--- config.mk ---
export PLATFORM = sky130hd
export DESIGN_NAME = pci_config_access_decoder
export DESIGN_NICKNAME = d
export VERILOG_FILES = /design/src/rtl/pcicad_pkg.sv /design/src/rtl/pci_config_access_decoder.sv
export SDC_FILE = /design/constraint.sdc
export NUM_CORES = 1
export LEC_CHECK = 0
export BUFFER_PORTS_ARGS = -buffer_cell sky130_fd_sc_hd__buf_4
export CELL_PAD_IN_SITES_DETAIL_PLACEMENT = 0
export CELL_PAD_IN_SITES_GLOBAL_PLACEMENT = 1
export CORE_MARGIN = 1.5
export CORE_UTILIZATION = 35
export DETAILED_ROUTE_END_ITERATION = 7
export PLACE_DENSITY = 0.73
export SYNTH_ARGS = -nofsm -noshare
export SYNTH_HDL_FRONTEND = slang
export SYNTH_SLANG_ARGS = --single-unit
--- constraint.sdc ---
create_clock -name clk -period 3.3 [get_ports clk]
set_clock_uncertainty 0.1 [all_clocks]
set_input_delay 0.165 -clock clk [delete_from_list [all_inputs] [get_ports clk]]
set_output_delay 0.165 -clock clk [all_outputs]
set_load 0.05 [all_outputs]
--- src/rtl/pcicad_pkg.sv ---
package pcicad_pkg;

    localparam logic [15:0] ADDR_PORT    = 16'hCF8;
    localparam logic [15:0] DATA_PORT    = 16'hCFC;
    localparam logic [15:0] FWD_PORT     = 16'hCFA;
    localparam logic [3:0]  M2_BASE_NIB  = 4'hC;
    localparam logic [7:0]  KEY_MASK     = 8'hF0;

    localparam logic [1:0] SIZE_BYTE  = 2'd0;
    localparam logic [1:0] SIZE_WORD  = 2'd1;
    localparam logic [1:0] SIZE_DWORD = 2'd2;
    localparam logic [1:0] SIZE_BAD   = 2'd3;

    localparam logic OP_READ  = 1'b0;
    localparam logic OP_WRITE = 1'b1;

    localparam logic MECH_1 = 1'b0;
    localparam logic MECH_2 = 1'b1;

    typedef struct packed {
        logic       enable;
        logic [7:0] bus;
        logic [4:0] device;
        logic [2:0] func;
        logic [5:0] dword;
    } addr_latch_t;

    typedef struct packed {
        logic        claimed;
        logic        status;
        logic [31:0] read_data;
        logic        cfg_valid;
        logic        cfg_write;
        logic [7:0]  cfg_bus;
        logic [4:0]  cfg_device;
        logic [2:0]  cfg_function;
        logic [5:0]  cfg_dword;
        logic [3:0]  cfg_byte_enables;
        logic [31:0] cfg_lane_data;
    } result_t;

endpackage

--- src/rtl/pci_config_access_decoder.sv ---
// PCI configuration access decoder, mechanisms 1 and 2.
// Decode is a single pass between the input register and the result register.
// Throughput: one transaction per cycle unless out_stall holds a valid result.
// Reset (rst_n low, asynchronous): address latch, key and forward-bus registers clear,
// mechanism 1 selected, both pipeline stages empty.
module pci_config_access_decoder (
    input  logic        clk,
    input  logic        rst_n,

    input  logic        config_valid,
    output logic        config_ready,
    input  logic        config_mechanism,

    input  logic        in_valid,
    output logic        in_stall,
    input  logic        operation,
    input  logic [15:0] port,
    input  logic [1:0]  size_code,
    input  logic [31:0] write_data,

    output logic        out_valid,
    input  logic        out_stall,
    output logic        claimed,
    output logic        status,
    output logic [31:0] read_data,
    output logic        cfg_valid,
    output logic        cfg_write,
    output logic [7:0]  cfg_bus,
    output logic [4:0]  cfg_device,
    output logic [2:0]  cfg_function,
    output logic [5:0]  cfg_dword,
    output logic [3:0]  cfg_byte_enables,
    output logic [31:0] cfg_lane_data
);

    logic                   mech_reg;
    pcicad_pkg::addr_latch_t latch_reg, latch_next;
    logic [7:0]             key_reg, key_next;
    logic [7:0]             fwd_reg, fwd_next;

    logic                   s1_valid_reg, s1_valid_next;
    logic                   s1_op_reg;
    logic [15:0]            s1_port_reg;
    logic [1:0]             s1_size_reg;
    logic [31:0]            s1_wdata_reg;

    logic                   out_valid_reg, out_valid_next;
    pcicad_pkg::result_t    res_reg, res_next;

    logic                   advance;
    logic                   accept;

    // window decode
    logic                   win_hit;
    logic [7:0]             win_bus;
    logic [4:0]             win_dev;
    logic [2:0]             win_func;
    logic [5:0]             win_dword;
    logic [1:0]             lane;
    logic                   win_bad;
    logic [3:0]             win_be;
    logic [31:0]            win_data;

    assign config_ready = 1'b1;
    assign advance      = s1_valid_reg && (!out_valid_reg || !out_stall);
    assign in_stall     = s1_valid_reg && !advance;
    assign accept       = in_valid && !in_stall;

    assign lane = s1_port_reg[1:0];

    always_comb
    begin
        win_bad  = 1'b0;
        win_be   = 4'b0000;
        win_data = 32'h0;
        case (s1_size_reg)
            pcicad_pkg::SIZE_BYTE:
            begin
                win_be   = 4'b0001 << lane;
                win_data = {24'h0, s1_wdata_reg[7:0]};
            end
            pcicad_pkg::SIZE_WORD:
            begin
                win_bad  = (lane == 2'd3);
                win_be   = 4'b0011 << lane;
                win_data = {16'h0, s1_wdata_reg[15:0]};
            end
            pcicad_pkg::SIZE_DWORD:
            begin
                win_bad  = (lane != 2'd0);
                win_be   = 4'b1111;
                win_data = s1_wdata_reg;
            end
            default:
            begin
                win_bad  = 1'b1;
            end
        endcase
        win_data = win_data << {lane, 3'b000};
    end

    always_comb
    begin
        latch_next = latch_reg;
        key_next   = key_reg;
        fwd_next   = fwd_reg;
        res_next   = '0;
        win_hit    = 1'b0;
        win_bus    = latch_reg.bus;
        win_dev    = latch_reg.device;
        win_func   = latch_reg.func;
        win_dword  = latch_reg.dword;

        if (mech_reg == pcicad_pkg::MECH_1) begin
            if (s1_port_reg[15:2] == pcicad_pkg::ADDR_PORT[15:2]) begin
                if (s1_size_reg == pcicad_pkg::SIZE_DWORD
                    || s1_size_reg == pcicad_pkg::SIZE_BAD) begin
                    res_next.claimed = 1'b1;
                    if (s1_size_reg != pcicad_pkg::SIZE_DWORD || lane != 2'd0) begin
                        res_next.status = 1'b1;
                    end else if (s1_op_reg == pcicad_pkg::OP_WRITE) begin
                        latch_next.enable = s1_wdata_reg[31];
                        latch_next.bus    = s1_wdata_reg[23:16];
                        latch_next.device = s1_wdata_reg[15:11];
                        latch_next.func   = s1_wdata_reg[10:8];
                        latch_next.dword  = s1_wdata_reg[7:2];
                    end else begin
                        res_next.read_data = {latch_reg.enable, 7'h0, latch_reg.bus,
                                              latch_reg.device, latch_reg.func,
                                              latch_reg.dword, 2'b00};
                    end
                end
            end else if (s1_port_reg[15:2] == pcicad_pkg::DATA_PORT[15:2]
                         && latch_reg.enable) begin
                win_hit = 1'b1;
            end
        end else begin
            if (s1_port_reg == pcicad_pkg::ADDR_PORT
                || s1_port_reg == pcicad_pkg::FWD_PORT) begin
                res_next.claimed = 1'b1;
                if (s1_size_reg != pcicad_pkg::SIZE_BYTE) begin
                    res_next.status = 1'b1;
                end else if (s1_op_reg == pcicad_pkg::OP_WRITE) begin
                    if (s1_port_reg == pcicad_pkg::ADDR_PORT) begin
                        key_next = s1_wdata_reg[7:0];
                    end else begin
                        fwd_next = s1_wdata_reg[7:0];
                    end
                end else if (s1_port_reg == pcicad_pkg::ADDR_PORT) begin
                    res_next.read_data = {24'h0, key_reg};
                end else begin
                    res_next.read_data = {24'h0, fwd_reg};
                end
            end else if (s1_port_reg[15:12] == pcicad_pkg::M2_BASE_NIB
                         && (key_reg & pcicad_pkg::KEY_MASK) != 8'h00) begin
                win_hit   = 1'b1;
                win_bus   = fwd_reg;
                win_dev   = {1'b0, s1_port_reg[11:8]};
                win_func  = key_reg[3:1];
                win_dword = s1_port_reg[7:2];
            end
        end

        if (win_hit) begin
            res_next.claimed = 1'b1;
            if (win_bad) begin
                res_next.status = 1'b1;
            end else begin
                res_next.cfg_valid        = 1'b1;
                res_next.cfg_write        = s1_op_reg;
                res_next.cfg_bus          = win_bus;
                res_next.cfg_device       = win_dev;
                res_next.cfg_function     = win_func;
                res_next.cfg_dword        = win_dword;
                res_next.cfg_byte_enables = win_be;
                res_next.cfg_lane_data    = (s1_op_reg == pcicad_pkg::OP_WRITE)
                                            ? win_data : 32'h0;
            end
        end
    end

    always_comb
    begin
        s1_valid_next = s1_valid_reg;
        if (accept) begin
            s1_valid_next = 1'b1;
        end else if (advance) begin
            s1_valid_next = 1'b0;
        end

        out_valid_next = out_valid_reg;
        if (advance) begin
            out_valid_next = 1'b1;
        end else if (!out_stall) begin
            out_valid_next = 1'b0;
        end
    end

    always_ff @(posedge clk or negedge rst_n)
    begin
        if (!rst_n) begin
            mech_reg      <= pcicad_pkg::MECH_1;
            latch_reg     <= '0;
            key_reg       <= 8'h00;
            fwd_reg       <= 8'h00;
            s1_valid_reg  <= 1'b0;
            out_valid_reg <= 1'b0;
        end else begin
            if (config_valid && config_ready) begin
                mech_reg <= config_mechanism;
            end
            if (advance) begin
                latch_reg <= latch_next;
                key_reg   <= key_next;
                fwd_reg   <= fwd_next;
            end
            s1_valid_reg  <= s1_valid_next;
            out_valid_reg <= out_valid_next;
        end
    end

    always_ff @(posedge clk)
    begin
        if (accept) begin
            s1_op_reg    <= operation;
            s1_port_reg  <= port;
            s1_size_reg  <= size_code;
            s1_wdata_reg <= write_data;
        end
        if (advance) begin
            res_reg <= res_next;
        end
    end

    assign out_valid        = out_valid_reg;
    assign claimed          = res_reg.claimed;
    assign status           = res_reg.status;
    assign read_data        = res_reg.read_data;
    assign cfg_valid        = res_reg.cfg_valid;
    assign cfg_write        = res_reg.cfg_write;
    assign cfg_bus          = res_reg.cfg_bus;
    assign cfg_device       = res_reg.cfg_device;
    assign cfg_function     = res_reg.cfg_function;
    assign cfg_dword        = res_reg.cfg_dword;
    assign cfg_byte_enables = res_reg.cfg_byte_enables;
    assign cfg_lane_data    = res_reg.cfg_lane_data;

endmodule

# --- Yosys cells after proc, flatten, opt, wreduce, memory -nomap -nowiden ---
# Index checks and enable logic that the tools add are counted.
totals:
  regBits: 187
  inputBits: 57
  out_inout_bits: 97
op_classes:
  eq_ne: 11
  n_shift: 3
  muxes: 39
  bitwise: 6
  n_reduce_logical: 23
ops:
  columns: ["operator", "n"]
  rows:
  - ["34-bit two-way mux", 4]
  - ["32-bit two-way mux", 3]
  - ["32-bit one-hot mux with 3 select lines", 1]
  - ["60-bit two-way mux", 1]
  - ["8-bit two-way mux", 6]
  - ["16-bit by 12-bit equality test with 1-bit output, second input constant", 2]
  - ["32-bit by 5-bit left shift with 32-bit output", 1]
  - ["14-bit by 10-bit equality test with 1-bit output, second input constant", 2]
  - ["6-bit two-way mux", 3]
  - ["6-bit AND reduction", 3]
  - ["5-bit two-way mux", 3]
  - ["1-bit two-way mux", 13]
  - ["4-bit one-hot mux with 3 select lines", 1]
  - ["3-bit two-way mux", 3]
  - ["8-bit nonzero test", 1]
  - ["2-bit equality test, second input constant", 3]
  - ["1-bit NOT", 6]
  - ["2-bit nonzero test", 3]
  - ["1-bit logical AND", 5]
  - ["4-bit equality test, second input constant", 1]
  - ["1-bit zero test", 4]
  - ["1-bit logical OR", 4]
  - ["1-bit by 2-bit left shift with 4-bit output, first input constant", 1]
  - ["2-bit by 2-bit left shift with 4-bit output, first input constant", 1]
  - ["other kinds (7)", 7]

# --- Logic depth before layout (Yosys ltp) ---
logic_depth:
  ltp_word: 8
  mapped_depth: 7
  depth_no_buf: 5

# --- Worst setup path before layout ---
# OpenSTA, ideal clock, no wires.
synth_timing:
  path_type: "register -> register"
  from: "register out_valid_reg, in the netlist out_valid"
  to: "register res_reg (netlist bit cfg_bus[0]), enable pin"
  setup_time_ps: 455
  t_arrival_ps: 2774
  required_ps: 2745
  setup_slack_ps: -30
  stages_incl_launch_ff: 3
  n_path_buf: 0
  synth_period_minus_slack_ps: 3330
  path_cell_list: "dfrtp_1 -> nand2_1 -> and2_1"
synth_between:
  elab_chain_cells: 3
synth_lines:
  columns: ["element", "line", "text"]
  rows:
  - ["from (decl)", "pci_config_access_decoder.sv:47", "logic out_valid_reg, out_valid_next;"]
  - ["from (signal assigned)", "pci_config_access_decoder.sv:218", "out_valid_reg <= out_valid_next;"]
  - ["1-bit zero test", "pci_config_access_decoder.sv:65", "assign advance = s1_valid_reg && (!out_valid_reg || !out_stall);"]
  - ["1-bit logical OR", "pci_config_access_decoder.sv:65", null]
  - ["1-bit logical AND", "pci_config_access_decoder.sv:65", null]
  - ["net advance", "pci_config_access_decoder.sv:50", "logic advance;"]
  - ["to (signal assigned)", "pci_config_access_decoder.sv:231", "res_reg <= res_next;"]
  - ["to (decl)", "pci_config_access_decoder.sv:48", "pcicad_pkg::result_t res_reg, res_next;"]
# The timed path passes the listed nets, and every way through them passes these cells.
# A chain may end at the register's enable or synchronous reset.

# --- Worst setup path after layout ---
layout_timing:
  from: "register s1_port_reg[0]"
  to: "register res_reg (netlist bit cfg_lane_data[6]) (data pin)"
layout_between:
  elab_chain_cells: 6
  elab_cells_between_ends: 11
  cone_classes: "eq/ne (3); shift (1); mux (3); bitwise (1); reduce/logical (3)"
layout_lines:
  columns: ["element", "line", "text"]
  rows:
  - ["from (decl)", "pci_config_access_decoder.sv:43", "logic [15:0] s1_port_reg;"]
  - ["from (signal assigned)", "pci_config_access_decoder.sv:226", "s1_port_reg <= port;"]
  - ["16-bit by 12-bit equality test with 1-bit output (on tied branches)", "pci_config_access_decoder.sv:138, pci_config_access_decoder.sv:139", null]
  - ["1-bit logical OR", "pci_config_access_decoder.sv:139", "|| s1_port_reg == pcicad_pkg::FWD_PORT) begin"]
  - ["1-bit two-way mux", "pci_config_access_decoder.sv:138", "if (s1_port_reg == pcicad_pkg::ADDR_PORT"]
  - ["1-bit two-way mux", "pci_config_access_decoder.sv:114", "if (mech_reg == pcicad_pkg::MECH_1) begin"]
  - ["1-bit NOT (no line)", null, null]
  - ["3-bit OR reduction (no line)", null, null]
# Several ways; a longest one is shown, not always the timed one.

==> run summary <==
STA
---------------------------------------------------------------------------------
Aggregate negative setup slack .....................................         0 ps
RSZ-0062 raised after global routing ...............................        false
Headroom to the max-slew limit .....................................        32.5%
Clock period minus worst slack .....................................      2480 ps
Period utilization .................................................        75.2%
Number of hold-slack violations in the final timing report .........            0
Max-slew violation total from the final report .....................            0
Actual slew at the worst max-slew pin ..............................      1010 ps
Max Clock Freq .....................................................      403 MHz
Final-report setup violation count .................................            0

YOSYS
---------------------------------------------------------------------------------
Most used flip-flop cell after synthesis ...........................     edfxtp_1
Cell taking the most area after synthesis ..........................     edfxtp_1
Mean Syn Cell Area .................................................   15.1 sq um
Syn Std Cell Area .................................................. 0.00739 sq mm
Post-synth EDFFs ...................................................          138
Library cells used by synthesis ....................................           53
Area share of the largest cell type after synthesis ................        56.1%
Fraction of synthesis flops using an asynchronous set or reset pin .        23.3%
Synthesis Warnings .................................................            0
Number of synthesized register bits ................................          180
Cell count after synthesis .........................................          489
Part of the Yosys area used for sequential elements ................        70.3%
Area contributors post-synth ....................................... edfxtp_1, dfrtp_1, mux2_2

CLOCK TREE
---------------------------------------------------------------------------------
Number of buffers inserted by post-CTS setup repair ................            0
Clock tree from TritonCTS ..........................................        built
Clock-pin transition on the worst setup and hold timing paths ......        70 ps
Number of clock sinks seen by CTS ..................................          180
Library cell used as clock root buffer .............................    clkbuf_16
H-tree depth .......................................................            4
Clock latency on the worst-skew pair ...............................       440 ps
Maximum buffer depth of the clock tree .............................            2
Clock buffer count from CTS ........................................           17

ROUTE
---------------------------------------------------------------------------------
Per-cell via count in the routed design ............................         4.95
Number of iterations in the first detailed-routing pass ............            4
Via total after detailed routing ...................................         4817
Initial drt markers ................................................          303
Uppermost layer routed .............................................         met4
Wire length on met1 ................................................      8260 um
Avg WL per Cell ....................................................      19.6 um
Total DRC errors in the routed layout ..............................            0
Routed wire length .................................................     19100 um
Detail Route met2 WL ...............................................      9360 um
Antenna Violating Nets Remaining ...................................            0
Met3 wire length ...................................................      1050 um

POWER
---------------------------------------------------------------------------------
Total power ........................................................    0.00525 W
Leakage power figure ...............................................      4.00 nW
VDD IR max .........................................................   0.000353 V
Power density of the placed cells ..................................  530 mW/mm^2

GLOBAL ROUTE
---------------------------------------------------------------------------------
Antenna violations before repair ...................................            1
Global-route usage over all layers .................................        17.9%
First-pass GRT wire length .........................................     28900 um
Maximum number of pins on one net before global-route repair .......           43
Number of global-route vias before repair ..........................         4908
Global route total overflow ........................................            0

PLACEMENT
---------------------------------------------------------------------------------
Placed wire-length estimate ........................................     13700 um
Routability Congestion .............................................        0.875
Buffers added on ports .............................................          145

CRITICAL PATH
---------------------------------------------------------------------------------
Max stage delay on crit path .......................................       650 ps
Type of the setup path with the least slack ........................ flop to flop
Crit path DAT ......................................................      2680 ps
Crit path required time ............................................      3490 ps
Setup slack of the worst register-to-register path .................       820 ps
Nature of the critical path endpoint ...............................         flop
Critical-path maximum fanout .......................................           19
Critical path, cell by cell ........................................ o21a_1 -> a21oi_1 -> o211ai_2 -> inv_2 -> and3_1
CP max-delay cell ..................................................     edfxtp_1
Critical path launch point type ....................................         flop

WORST HOLD PATH
---------------------------------------------------------------------------------
Class of the worst hold path ....................................... input pin to asynchronous set/reset pin

FINISH
---------------------------------------------------------------------------------
Net count, final ...................................................          747
Most used cells in the layout excluding fill and tap cells ......... buf_4, edfxtp_1, dlygate4sd3_1, nor2_1, dfrtp_1
Share of cells above drive strength 1 ..............................        34.4%
Commonest non-fill, non-tap cell in the layout .....................        buf_4
Syn-to-layout area delta ...........................................        34.0%

FLOORPLAN
---------------------------------------------------------------------------------
Vertical extent of the die .........................................       148 um
Core region area ................................................... 0.0205 sq mm
Placement Rows .....................................................           52
Die width ..........................................................       148 um
Total die area ..................................................... 0.0220 sq mm
Initial standard-cell utilization of the core ......................        36.1%
Ports placed on the boundary .......................................          154

JOB
---------------------------------------------------------------------------------
# Max-Cap Violations ...............................................            0

RUN STATUS
---------------------------------------------------------------------------------
Status ............................................................. complete, no violations

area by class of cell:
type	instances	area, sq um
clock inverters	14	135
diodes	1	2.50
fillers	1826	10600
repair buffers	212	1750
clock buffers	18	439
inverters	5	18.8
well taps	270	338
multi-input cells	274	2030
flip-flops and latches	180	5190
cell usage after synthesis (3+ instances only):
master / number
and2_1: 20
buf_1: 5
mux2_2: 31
nor3_1: 3
edfxtp_1: 138
inv_1: 4
nand2_1: 9
mux2_4: 8
a22oi_1: 37
nor2_1: 49
mux2i_1: 14
dfrtp_1: 42
o2bb2ai_1: 6
buf_4: 10
a21oi_1: 8
nor4_1: 4
o22a_1: 8
and3_1: 10
clkbuf_1: 17
or3_1: 3
nand3_1: 7
nor2b_1: 10
a2bb2oi_1: 8
per-layer routing:
layer	global-route usage [%]	up-vias
met1	24.1	2380
met3	3.16	24
met4	7.23	0
li1	-	2242
met2	28.9	171
met5	0	-
report_power, final:
group | total, W | internal (W) | leakage (nW) | switching [W]
registers | 0.00265 | 0.00257 | 1.94 | 0.0000842
logic | 0.000664 | 0.000229 | 1.79 | 0.000436
clock network | 0.00193 | 0.00102 | 0.270 | 0.000915
worst max-delay path, delay by kind of cell (launching register included):
| kind | cells | cell delay [ps] |
|---|---|---|
| flip-flops | 1 | 650 |
| AND/OR/NAND/NOR | 1 | 210 |
| AO/OA/AOI/OAI | 3 | 1110 |
| buffers and inverters | 1 | 270 |
through the flow:
step,hold WS (ps),area [sq um],utilization [%],setup slack [ps],std cells
global placement,96.6,8750,42.7,904,884
detailed placement,105,8750,42.7,847,884
global route,224,9900,48.3,661,973
floorplan,-231,7410,-,781,495
CTS,198,9900,48.3,824,973
finish,173,9900,48.3,820,974
cell families (layout without fill, tap and decap cells):
kind of cell           Yosys count  after routing  share of synthesized area (%)
buffers and inverters           41            249                           2.83
AND/OR/NAND/NOR                134            134                           10.4
multiplexers                    53             53                           8.24
flip-flops                     180            180                           70.3
AO/OA/AOI/OAI                   77             77                           7.94
XOR/XNOR                         2              2                          0.237
other                            2              9                          0.102
final timing paths:
| path | start | to | cells after the start |
|---|---|---|---|
| worst max-delay path | s1_port_reg[0] | cfg_lane_data[6] | 5 |
| worst min-delay path | rst_n | latch_reg[3] | 2 |
| worst max register to register | s1_port_reg[0] | cfg_lane_data[6] | 5 |
| worst min register to register | s1_valid_reg | out_valid | 1 |
| max in group asynchronous | rst_n | latch_reg[11] | 2 |
| min in group clk | write_data[17] | s1_wdata_reg[17] | 2 |
repair_timing:
| action | 4_1_cts | 5_1_grt |
|---|---|---|
| hold buffers | 57 | 0 |
| gates resized for setup | 0 | 0 |
| endpoints found under the hold margin | 96 | 0 |
Power figures use the tool's default switching activity.
